$ cat config.mk
export PLATFORM = sky130hd
export DESIGN_NAME = bit_vector_majority_downsampler_top
export DESIGN_NICKNAME = d
export VERILOG_FILES = /design/src/bvmd_pkg.sv /design/src/bit_vector_majority_downsampler_top.sv
export VERILOG_INCLUDE_DIRS = /design/src /design/src/src
export SDC_FILE = /design/constraint.sdc
export NUM_CORES = 1
export LEC_CHECK = 0
export BUFFER_PORTS_ARGS = -buffer_cell sky130_fd_sc_hd__buf_4
export CORE_UTILIZATION = 61
export DETAILED_ROUTE_END_ITERATION = 7
export HOLD_SLACK_MARGIN = 0.06
export PLACE_DENSITY = 0.78
export SYNTH_ARGS = -nofsm -noshare
export SYNTH_HDL_FRONTEND = slang
export SYNTH_SLANG_ARGS = --single-unit
export TNS_END_PERCENT = 50
$ cat constraint.sdc
create_clock -name clock -period 10.9 [get_ports clock]
set_clock_uncertainty 0.15 [all_clocks]
set_input_delay 2.18 -clock clock [delete_from_list [all_inputs] [get_ports clock]]
set_output_delay 2.18 -clock clock [all_outputs]
set_load 0.02 [all_outputs]
$ cat src/bit_vector_majority_downsampler_top_assert.svh
// ----------------------------------------------------------------------------
// Assertion macros for the bit vector majority downsampler
// Overlapping (same-cycle) and next-cycle concurrent implication checks on the clock domain.
// ----------------------------------------------------------------------------
`ifndef BIT_VECTOR_MAJORITY_DOWNSAMPLER_TOP_ASSERT_SVH
`define BIT_VECTOR_MAJORITY_DOWNSAMPLER_TOP_ASSERT_SVH

// same-cycle implication
`define BVMD_ASSERT_IMP(label, clk, rst, ante, cons) \
   label: assert property (@(posedge clk) disable iff (rst) (ante) |-> (cons)) \
      else $error("assertion failed: label");

// next-cycle implication
`define BVMD_ASSERT_NXT(label, clk, rst, ante, cons) \
   label: assert property (@(posedge clk) disable iff (rst) (ante) |=> (cons)) \
      else $error("assertion failed: label");

`endif

$ cat src/bvmd_pkg.sv
// ----------------------------------------------------------------------------
// bvmd_pkg
// Widths, register indexes and defaults of the majority downsampler.
// ----------------------------------------------------------------------------
package bvmd_pkg;

   localparam int CFG_W            = 17;
   localparam int IDX_W            = 16;
   localparam int CSR_IDX_W        = 1;
   localparam int MAX_BITS_DEFAULT = 65536;

   localparam logic [CSR_IDX_W-1:0] REG_SOURCE_LENGTH = 1'b0;
   localparam logic [CSR_IDX_W-1:0] REG_MAX_OUTPUTS   = 1'b1;

endpackage

$ cat src/bit_vector_majority_downsampler_top.sv
// ----------------------------------------------------------------------------
// bit_vector_majority_downsampler_top
// Squeezes a source bit vector of N bits into at most M output bits.
// ----------------------------------------------------------------------------
// Usage:
//   csr_*  : register writes (index 0 source length N, index 1 max outputs M),
//            taken while csr_ready is high; any write restarts the vector.
//   req_*  : one source bit per beat, in index order; req_stall holds off
//            the sender while a bit is being worked on or a write is offered.
//   rsp_*  : zero or one output beat per source bit, held in an output
//            register until the receiver drops rsp_stall.
// Processing:
//   A source bit is accepted, then the group counters are updated.
//   The first bit of a vector with N > M also runs a restoring division by M
//   on the shared divider, and a second one by M-1 when N mod M is nonzero.
//   A bit can be accepted while the previous result still waits in the
//   output register; the counter update waits only if it must emit a beat
//   and the register is still occupied.
// Reset clears the control registers and progress: N = 0 (all bits dropped), M = 1.
// ----------------------------------------------------------------------------
module bit_vector_majority_downsampler_top
   #(parameter int MAX_BITS = bvmd_pkg::MAX_BITS_DEFAULT)
   (
   input  logic                            clock,
   input  logic                            reset,
   input  logic                            req_valid,
   output logic                            req_stall,
   input  logic                            req_src_bit,
   output logic                            rsp_valid,
   input  logic                            rsp_stall,
   output logic                            rsp_out_bit,
   output logic [bvmd_pkg::IDX_W-1:0]      rsp_out_index,
   output logic                            rsp_out_last,
   input  logic                            csr_valid,
   output logic                            csr_ready,
   input  logic [bvmd_pkg::CSR_IDX_W-1:0]  csr_index,
   input  logic [bvmd_pkg::CFG_W-1:0]      csr_wdata
   );

   import bvmd_pkg::*;

`include "bit_vector_majority_downsampler_top_assert.svh"

   localparam int CNT_W = $clog2(CFG_W);
   localparam logic [CFG_W-1:0] LEN_CAP =
      (MAX_BITS > 131071) ? {CFG_W{1'b1}} : CFG_W'(MAX_BITS);

   typedef enum logic [1:0] {ST_IDLE, ST_DIV, ST_PROC} state_type;

   state_type          state_ff, state_in;
   logic [CFG_W-1:0]   source_length_ff, source_length_in;
   logic [CFG_W-1:0]   max_outputs_ff, max_outputs_in;
   logic [CFG_W-1:0]   source_position_ff, source_position_in;
   logic [CFG_W-1:0]   group_fill_ff, group_fill_in;
   logic [CFG_W-1:0]   ones_in_group_ff, ones_in_group_in;
   logic [CFG_W-1:0]   outputs_done_ff, outputs_done_in;
   logic [CFG_W-1:0]   group_size_ff, group_size_in;
   logic [CFG_W-1:0]   output_total_ff, output_total_in;
   logic               bit_ff, bit_in;
   logic [CFG_W-1:0]   quo_ff, quo_in;
   logic [CFG_W-1:0]   rem_ff, rem_in;
   logic [CFG_W-1:0]   divisor_ff, divisor_in;
   logic [CNT_W-1:0]   count_ff, count_in;
   logic               second_ff, second_in;
   logic               rsp_valid_ff, rsp_valid_in;
   logic               rsp_bit_ff, rsp_bit_in;
   logic [IDX_W-1:0]   rsp_index_ff, rsp_index_in;
   logic               rsp_last_ff, rsp_last_in;

   logic [CFG_W-1:0]   eff_len;
   logic [CFG_W-1:0]   eff_max;
   logic               pass_mode;
   logic [CFG_W:0]     pos_next;
   logic               src_last;
   logic [CFG_W-1:0]   fill_next;
   logic [CFG_W-1:0]   ones_next;
   logic               close;
   logic               emit;
   logic               out_free;
   logic [CFG_W:0]     partial;
   logic [CFG_W:0]     diff;
   logic               ge;
   logic [CFG_W-1:0]   quo_step;
   logic [CFG_W-1:0]   rem_step;

   assign eff_len   = (source_length_ff > LEN_CAP) ? LEN_CAP : source_length_ff;
   assign eff_max   = (max_outputs_ff == '0) ? CFG_W'(1) : max_outputs_ff;
   assign pass_mode = (eff_len <= eff_max);
   assign pos_next  = {1'b0, source_position_ff} + (CFG_W+1)'(1);
   assign src_last  = (pos_next >= {1'b0, eff_len});
   assign fill_next = group_fill_ff + CFG_W'(1);
   assign ones_next = ones_in_group_ff + CFG_W'(bit_ff);
   assign close     = (fill_next >= group_size_ff) || src_last;
   assign emit      = (eff_len != '0) &&
                      (pass_mode || (close && (outputs_done_ff < output_total_ff)));
   assign out_free  = !rsp_valid_ff || !rsp_stall;

   assign partial  = {rem_ff, quo_ff[CFG_W-1]};
   assign diff     = partial - {1'b0, divisor_ff};
   assign ge       = (partial >= {1'b0, divisor_ff});
   assign quo_step = {quo_ff[CFG_W-2:0], ge};
   assign rem_step = ge ? diff[CFG_W-1:0] : partial[CFG_W-1:0];

   assign req_stall     = (state_ff != ST_IDLE) || csr_valid;
   assign csr_ready     = (state_ff == ST_IDLE);
   assign rsp_valid     = rsp_valid_ff;
   assign rsp_out_bit   = rsp_bit_ff;
   assign rsp_out_index = rsp_index_ff;
   assign rsp_out_last  = rsp_last_ff;

   always_comb begin
      state_in           = state_ff;
      source_length_in   = source_length_ff;
      max_outputs_in     = max_outputs_ff;
      source_position_in = source_position_ff;
      group_fill_in      = group_fill_ff;
      ones_in_group_in   = ones_in_group_ff;
      outputs_done_in    = outputs_done_ff;
      group_size_in      = group_size_ff;
      output_total_in    = output_total_ff;
      bit_in             = bit_ff;
      quo_in             = quo_ff;
      rem_in             = rem_ff;
      divisor_in         = divisor_ff;
      count_in           = count_ff;
      second_in          = second_ff;
      rsp_valid_in       = rsp_valid_ff && rsp_stall;
      rsp_bit_in         = rsp_bit_ff;
      rsp_index_in       = rsp_index_ff;
      rsp_last_in        = rsp_last_ff;

      unique case (state_ff)
         ST_IDLE: begin
            if (csr_valid) begin
               unique case (csr_index)
                  REG_SOURCE_LENGTH: source_length_in = csr_wdata;
                  REG_MAX_OUTPUTS:   max_outputs_in   = csr_wdata;
               endcase
               source_position_in = '0;
               group_fill_in      = '0;
               ones_in_group_in   = '0;
               outputs_done_in    = '0;
               group_size_in      = '0;
               output_total_in    = '0;
            end else if (req_valid) begin
               bit_in = req_src_bit;
               if ((eff_len != '0) && !pass_mode && (source_position_ff == '0)) begin
                  quo_in     = eff_len;
                  rem_in     = '0;
                  divisor_in = eff_max;
                  count_in   = CNT_W'(CFG_W-1);
                  second_in  = 1'b0;
                  state_in   = ST_DIV;
               end else begin
                  state_in = ST_PROC;
               end
            end
         end
         ST_DIV: begin
            quo_in   = quo_step;
            rem_in   = rem_step;
            count_in = count_ff - CNT_W'(1);
            if (count_ff == '0) begin
               if (!second_ff && (rem_step != '0)) begin
                  quo_in     = eff_len;
                  rem_in     = '0;
                  divisor_in = eff_max - CFG_W'(1);
                  count_in   = CNT_W'(CFG_W-1);
                  second_in  = 1'b1;
               end else begin
                  group_size_in    = quo_step;
                  output_total_in  = (second_ff && (rem_step == '0)) ?
                                     eff_max - CFG_W'(1) : eff_max;
                  group_fill_in    = '0;
                  ones_in_group_in = '0;
                  outputs_done_in  = '0;
                  state_in         = ST_PROC;
               end
            end
         end
         ST_PROC: begin
            if (!emit || out_free) begin
               state_in = ST_IDLE;
               if (emit) begin
                  rsp_valid_in = 1'b1;
                  if (pass_mode) begin
                     rsp_bit_in   = bit_ff;
                     rsp_index_in = source_position_ff[IDX_W-1:0];
                     rsp_last_in  = src_last;
                  end else begin
                     rsp_bit_in   = (ones_next >= (fill_next >> 1));
                     rsp_index_in = outputs_done_ff[IDX_W-1:0];
                     rsp_last_in  = ((outputs_done_ff + CFG_W'(1)) == output_total_ff);
                  end
               end
               if (eff_len != '0) begin
                  if (!pass_mode) begin
                     if (close) begin
                        group_fill_in    = '0;
                        ones_in_group_in = '0;
                        if (outputs_done_ff < output_total_ff) begin
                           outputs_done_in = outputs_done_ff + CFG_W'(1);
                        end
                     end else begin
                        group_fill_in    = fill_next;
                        ones_in_group_in = ones_next;
                     end
                  end
                  if (src_last) begin
                     source_position_in = '0;
                     group_fill_in      = '0;
                     ones_in_group_in   = '0;
                     outputs_done_in    = '0;
                     group_size_in      = '0;
                     output_total_in    = '0;
                  end else begin
                     source_position_in = pos_next[CFG_W-1:0];
                  end
               end
            end
         end
         default: state_in = ST_IDLE;
      endcase
   end

   always_ff @(posedge clock) begin
      if (reset) begin
         state_ff           <= ST_IDLE;
         source_length_ff   <= '0;
         max_outputs_ff     <= CFG_W'(1);
         source_position_ff <= '0;
         group_fill_ff      <= '0;
         ones_in_group_ff   <= '0;
         outputs_done_ff    <= '0;
         group_size_ff      <= '0;
         output_total_ff    <= '0;
         count_ff           <= '0;
         second_ff          <= 1'b0;
         rsp_valid_ff       <= 1'b0;
      end else begin
         state_ff           <= state_in;
         source_length_ff   <= source_length_in;
         max_outputs_ff     <= max_outputs_in;
         source_position_ff <= source_position_in;
         group_fill_ff      <= group_fill_in;
         ones_in_group_ff   <= ones_in_group_in;
         outputs_done_ff    <= outputs_done_in;
         group_size_ff      <= group_size_in;
         output_total_ff    <= output_total_in;
         count_ff           <= count_in;
         second_ff          <= second_in;
         rsp_valid_ff       <= rsp_valid_in;
      end
      bit_ff       <= bit_in;
      quo_ff       <= quo_in;
      rem_ff       <= rem_in;
      divisor_ff   <= divisor_in;
      rsp_bit_ff   <= rsp_bit_in;
      rsp_index_ff <= rsp_index_in;
      rsp_last_ff  <= rsp_last_in;
   end

   `BVMD_ASSERT_IMP(div_nonzero_divisor, clock, reset,
      state_ff == ST_DIV, divisor_ff != '0)
   `BVMD_ASSERT_IMP(group_fill_in_range, clock, reset,
      (state_ff == ST_PROC) && (eff_len != '0) && !pass_mode,
      (group_fill_ff < group_size_ff) && (outputs_done_ff <= output_total_ff))
   `BVMD_ASSERT_NXT(csr_write_restarts, clock, reset,
      csr_valid && csr_ready, (source_position_ff == '0) && (outputs_done_ff == '0))
   `BVMD_ASSERT_NXT(blocked_emit_holds, clock, reset,
      (state_ff == ST_PROC) && emit && !out_free,
      (state_ff == ST_PROC) && $stable(source_position_ff))

endmodule

==> results.toml, run 1 <==
[cts]
cts.sinks = 215
root_buffer = "clkbuf_16"
post_cts_buffers = 0
clk_latency_ns = 0.53
postCtsResizedCells = 0
hold_buffers = 0
cts_tree = "done"
h-tree-depth = 1
cts_inserted_buffers = 24
clk_pin_slew_ns = 0.06
clock_path_buffers = 3

[yosys]
syn_area_um2 = 14400
synthCells = 1695
synth.area.top_cells = "dfxtp_1 (20%), edfxtp_1 (15%), ha_1 (9.5%)"
ys.flop_type = "dfxtp_1"
synth.distinct_cells = 83
synth_top_area_share_pct = 20.1
synth-warning-count = 0
async_flop_share_pct = 0
syn-num-nets = 1829
yosysTopAreaCell = "dfxtp_1"
postSynthAreaPerCell_um2 = 8.50
synth_edf_count = 70
ys_seq_area_share_pct = 34.7
ys_ff_latch = 215

[layout]
regArea_um2 = 5000
drive_above_1_share_pct = 9.79
fill_cells = 1830
num_antenna_cells = 0
multi_input_area_um2 = 8550
areaGrowthSynthToFinish_pct = 8.66
finalNetCount = 1812

[timing]
setup_viol = 0
hold_violations = 0
timing.slew.headroom_pct = 14.8
final_max_slew_viol_count = 0
clock.fmax_mhz = 165
holdWs_ns = 0.308
min_period_over_period_pct = 55.6
rsz0062_at_grt = "false"
min_period_ns = 6.06
tns_ns = 0
worst_slew_pin_slew_ns = 1.27

[floorplan]
die_x_um = 156
die_y_um = 156
initial_core_util_pct = 62.9
num_rows = 55
io-pin-count = 45
dieArea_um2 = 24200
coreArea_um2 = 22900

[critical_path]
cp_max_fo = 28
worst_ep_arrival_time_ns = 6.33
rrSetupSlack_ns = 4.84
reg2reg_from = "max_outputs_ff[1]"
required_ns = 11.17
end_kind = "register"
r2r_cells = 17
startpoint_type = "register"
r2r-end = "output_total_ff[12]"
critPathKind = "reg2reg"

[pwr]
p_sw_share_pct = 31.9
vdd_drop_max_v = 0.000115
p_leak_uw = 0.00617
pwr-share-seq_pct = 40.8
power_uw = 2220
power_density_nw_per_um2 = 142
combPwrFrac_pct = 22.3
intPower_uw = 1510
p_clk_share_pct = 37.0
switchingPower_uw = 710

[min_path]
holdPathEnd = "group_size_ff[16]"
min_from = "group_size_ff[16]"
holdPathStages = 2
hold_class = "reg2reg"

[global_routing]
grt_pass1_wl_um = 63900
grt_usage_pct = 33.3
grt_pass1_vias = 12100
overflow = 0
antenna_found_initial = 0
grt_max_degree = 100

[detailed_routing]
avgRoutedWirePerCell_um = 20.0
drt_iter0_markers = 1336
drc = 0
vias = 12900
first_pass_iters = 5
ant_nets = 0
wl_um = 40100
routed_via_density = 6.42

[placed_design]
place_congestion = 0.987
io_buffers = 44
dp_hpwl_um = 29000

[run]
maxCapViolCount = 0

[run_status]
outcome = "finished, final reports clean"
## cells by family after synthesis
family	after synthesis	share of synthesized area, %
buf+inv	226	6.23
fa+ha+maj	110	9.61
simple gates	586	20.1
xor+xnor	108	6.57
flops	215	34.7
mux	35	2.69
compound gates	415	20.1
## worst max-delay path by stage
stage,from,to,slack (ns),depth (start not counted)
finish,max_outputs_ff[1],output_total_ff[12],4.84,17
CTS,group_fill_ff[0],output_total_ff[12],4.92,18
global route,group_fill_ff[0],output_total_ff[14],4.20,18
global placement,source_position_ff[0],output_total_ff[16],5.18,16
detailed placement,group_fill_ff[0],output_total_ff[12],4.91,18
floorplan,max_outputs_ff[0],count_ff[2],5.26,18
## per-stage QoR
| stage | worst slack, ns | cells | utilization, % | instance area [um2] |
|---|---|---|---|---|
| finish | 4.84 | 2009 | 68.3 | 15700 |
| global route | 4.20 | 2009 | 68.3 | 15700 |
| CTS | 4.92 | 2009 | 68.3 | 15700 |
| detailed placement | 4.91 | 1965 | 64.8 | 14800 |
| global placement | 5.18 | 1965 | 64.8 | 14800 |
| floorplan | 5.26 | 1695 | - | 14400 |
## metal layers
metal	routed length (um)	GRT usage, %
met1	17100	45.2
met2	18100	52.9
met3	3230	4.50
met4	1700	14.9
met5	0	0
## Yosys cell counts (all sizes together), types with 26 or more instances
cell type,n
a21oi,151
nand3,50
nand2,196
o21ai,51
edfxtp,70
nor2,110
clkbuf,75
inv,122
buf,26
mux2,30
ha,109
nor3,37
nand4,44
xor2,33
xnor2,75
and3,30
dfxtp,145
## power groups by stage
stage	Clock (uW)	Combinational (uW)	Sequential, uW
2_1_floorplan	0	350	914
3_3_place_gp	0	468	922
3_5_place_dp	0	480	923
4_1_cts	826	483	906
5_1_grt	859	539	910
6_report	822	495	907
## sequential cells by signal, summed over array words and instances (netlist names), 17 cells and up
register,flops
rem_ff,17
group_size_ff,17
quo_ff,17
group_fill_ff,17
ones_in_group_ff,17
source_length_ff,17
max_outputs_ff,17
output_total_ff,17
divisor_ff,17
outputs_done_ff,17
source_position_ff,17
## worst max-delay path: stages, from the launching register on
cell	delay, ns
dfxtp_1	0.34
or3_1	0.40
or3_1	0.37
nor3_1	0.21
and3_1	0.31
nor2_1	0.15
inv_1	0.08
ha_1	0.23
nand2_1	0.08
nor4_1	0.05
mux2i_1	0.16
o31a_1	1.00
nand2b_1	0.20
o21ai_1	0.17
nor2_1	0.86
o31ai_4	0.40
and2_1	0.49
a32o_1	0.29
## placed cells by master (no fill, tap or decap), types with 36 or more instances in the layout
master and n:
xnor2_1 75, nand2_1 196, edfxtp_1 70, nor3_1 36, buf_4 58, a21oi_1 148
ha_1 109, o21ai_0 48, nor2_1 108, inv_1 122, dfxtp_1 145, nand4_1 43
nand3_1 50
## cell type report
type                    count  area share, %
repair buffers             58           2.78
well taps                 313           2.50
multi-input cells        1254           54.6
flip-flops and latches    215           32.0
inverters                 125           3.00
clock buffers              32           4.55
clock inverters            12          0.599
No activity file was read; power rests on OpenSTA's default activity.
==> run 2: changes to the inputs <==
- CORE_UTILIZATION: 61 -> 57
- PLACE_DENSITY: 0.78 -> 0.77
- clock period: 10.9 -> 4.99 ns (I/O delays scaled with it)
==> run 2 against run 1 <==
Worst setup slack lost 4.6 ns. Critical endpoint is now group_fill_ff[15]. Register-to-register slack lost 4.6 ns. Largest cell class unchanged. Sequential share of layout area shrank 0.79 points.
==> results.toml, run 2 (synthesis results as in run 1) <==
[detailed_routing]
first_pass_iters = 6
wl_um = 39900
vias = 13000
routed_via_density = 6.34
ant_nets = 0
avgRoutedWirePerCell_um = 19.4
drt_iter0_markers = 1318
drc = 0

[pwr]
p_leak_uw = 0.00634
combPwrFrac_pct = 23.3
p_sw_share_pct = 32.0
pwr-share-seq_pct = 40.0
power_density_nw_per_um2 = 306
power_uw = 4920
vdd_drop_max_v = 0.000238
intPower_uw = 3350
p_clk_share_pct = 36.7
switchingPower_uw = 1570

[timing]
min_period_ns = 4.75
min_period_over_period_pct = 95.1
timing.slew.headroom_pct = 14.4
tns_ns = 0
setup_viol = 0
worst_slew_pin_slew_ns = 1.28
rsz0062_at_grt = "true"
clock.fmax_mhz = 211
holdWs_ns = 0.302
hold_violations = 0
final_max_slew_viol_count = 0
setup_ws_ns = 0.242

[critical_path]
crit_start = "group_fill_ff[0]"
required_ns = 5.31
cp_top_family = "compound AO/OA/AOI/OAI gates"
cp_max_fo = 16
path_common_cell = "buf_4"
crit_slowest_cell = "a2111oi_1"
cp_num_buf_inv = 4
cpPeakStageDelay_ns = 0.50
end_kind = "register"
worst_ep_arrival_time_ns = 5.07
startpoint_type = "register"
reg2reg_from = "group_fill_ff[0]"
crit_chain = "ha_2 -> nand3_1 -> nor2_1 -> buf_4 -> nand3_1 -> xor2_2 -> inv_1 -> ha_1 -> a21oi_1 -> o21ai_0 -> a2111oi_2 -> o21ai_1 -> buf_4 -> nor3_1 -> o21ai_2 -> nor2_1 -> buf_4 -> o211ai_4 -> a2111oi_1 -> a31o_2"
critPathKind = "reg2reg"

[floorplan]
die_x_um = 161
die_y_um = 161
coreArea_um2 = 24500
initial_core_util_pct = 58.7
num_rows = 57
io-pin-count = 45
dieArea_um2 = 25900

[cts]
clock_path_buffers = 3
root_buffer = "clkbuf_16"
h-tree-depth = 1
cts_tree = "done"
cts.sinks = 215
hold_buffers = 0
clk_latency_ns = 0.55
cts_inserted_buffers = 25
clk_pin_slew_ns = 0.07

[global_routing]
overflow = 0
grt_pass1_vias = 12000
grt_usage_pct = 30.4
antenna_found_initial = 1
grt_max_degree = 77
grt_pass1_wl_um = 63400

[layout]
finish.utilization_pct = 65.4
areaGrowthSynthToFinish_pct = 11.4
regArea_um2 = 5000
fill_cells = 2052
multi_input_area_um2 = 8650
num_antenna_cells = 0
drive_above_1_share_pct = 12.4
final_cell_mix = "nand2_1 (193), a21oi_1 (148), dfxtp_1 (145)"
finalNetCount = 1848
final_common_cell = "nand2_1"

[placed_design]
place_congestion = 0.961
io_buffers = 44
dp_hpwl_um = 29100
dp_worst_setup_slack_ns = 0.0691

[min_path]
min_from = "group_size_ff[1]"
hold_class = "reg2reg"

[run]
maxCapViolCount = 0

[run_status]
outcome = "finished, final reports clean"
-- run 2: worst paths after layout --
kind	to	slack, ns	cells after the start
min reg2reg	group_size_ff[1]	0.30	2
max reg2reg	group_fill_ff[15]	0.24	20
max	group_fill_ff[15]	0.24	20
min	group_size_ff[1]	0.30	2
-- run 2: routing by layer --
metal	vias to the layer above	routed length [um]	track usage, %
li1	6197	-	-
met2	564	18700	49.7
met5	-	0	0
met3	89	2710	3.34
met4	0	1260	9.56
met1	6188	17300	42.3
-- run 2: area by class of cell --
type / instances / area share, %
clock buffers: 37 / 4.45
clock inverters: 8 / 0.507
inverters: 125 / 2.95
multi-input cells: 1254 / 53.9
flip-flops and latches: 215 / 31.2
well taps: 324 / 2.53
repair buffers: 93 / 4.53
-- run 2: worst reg2reg max path, cell delays in order, from the launching register on --
cell,delay (ns)
dfxtp_1,0.42
ha_2,0.25
nand3_1,0.12
nor2_1,0.18
buf_4,0.16
nand3_1,0.12
xor2_2,0.25
inv_1,0.07
ha_1,0.31
a21oi_1,0.14
o21ai_0,0.13
a2111oi_2,0.42
o21ai_1,0.16
buf_4,0.19
nor3_1,0.25
o21ai_2,0.15
nor2_1,0.12
buf_4,0.20
o211ai_4,0.21
a2111oi_1,0.50
a31o_2,0.17
-- run 2: repair_timing --
item / in CTS / in global routing
buffers inserted: 0 / 4
setup endpoints to repair: 0 / 119
resized for setup: 0 / 27
-- run 2: power by group through the flow --
stage          clock [uW]  combinational [uW]  sequential, uW
6_report             1810                1140            1970
5_1_grt              1890                1240            1980
4_1_cts              1820                1110            1970
3_5_place_dp            0                1110            2000
3_3_place_gp            0                1090            2000
2_1_floorplan           0                 766            2000
-- run 2: per-stage QoR --
| stage | cells | area [um2] |
|---|---|---|
| after detailed placement | 2007 | 15100 |
| after floorplan | 1695 | 14400 |
| final | 2056 | 16100 |
| after CTS | 2052 | 15900 |
| after global routing | 2056 | 16100 |
| after global placement | 2007 | 15100 |
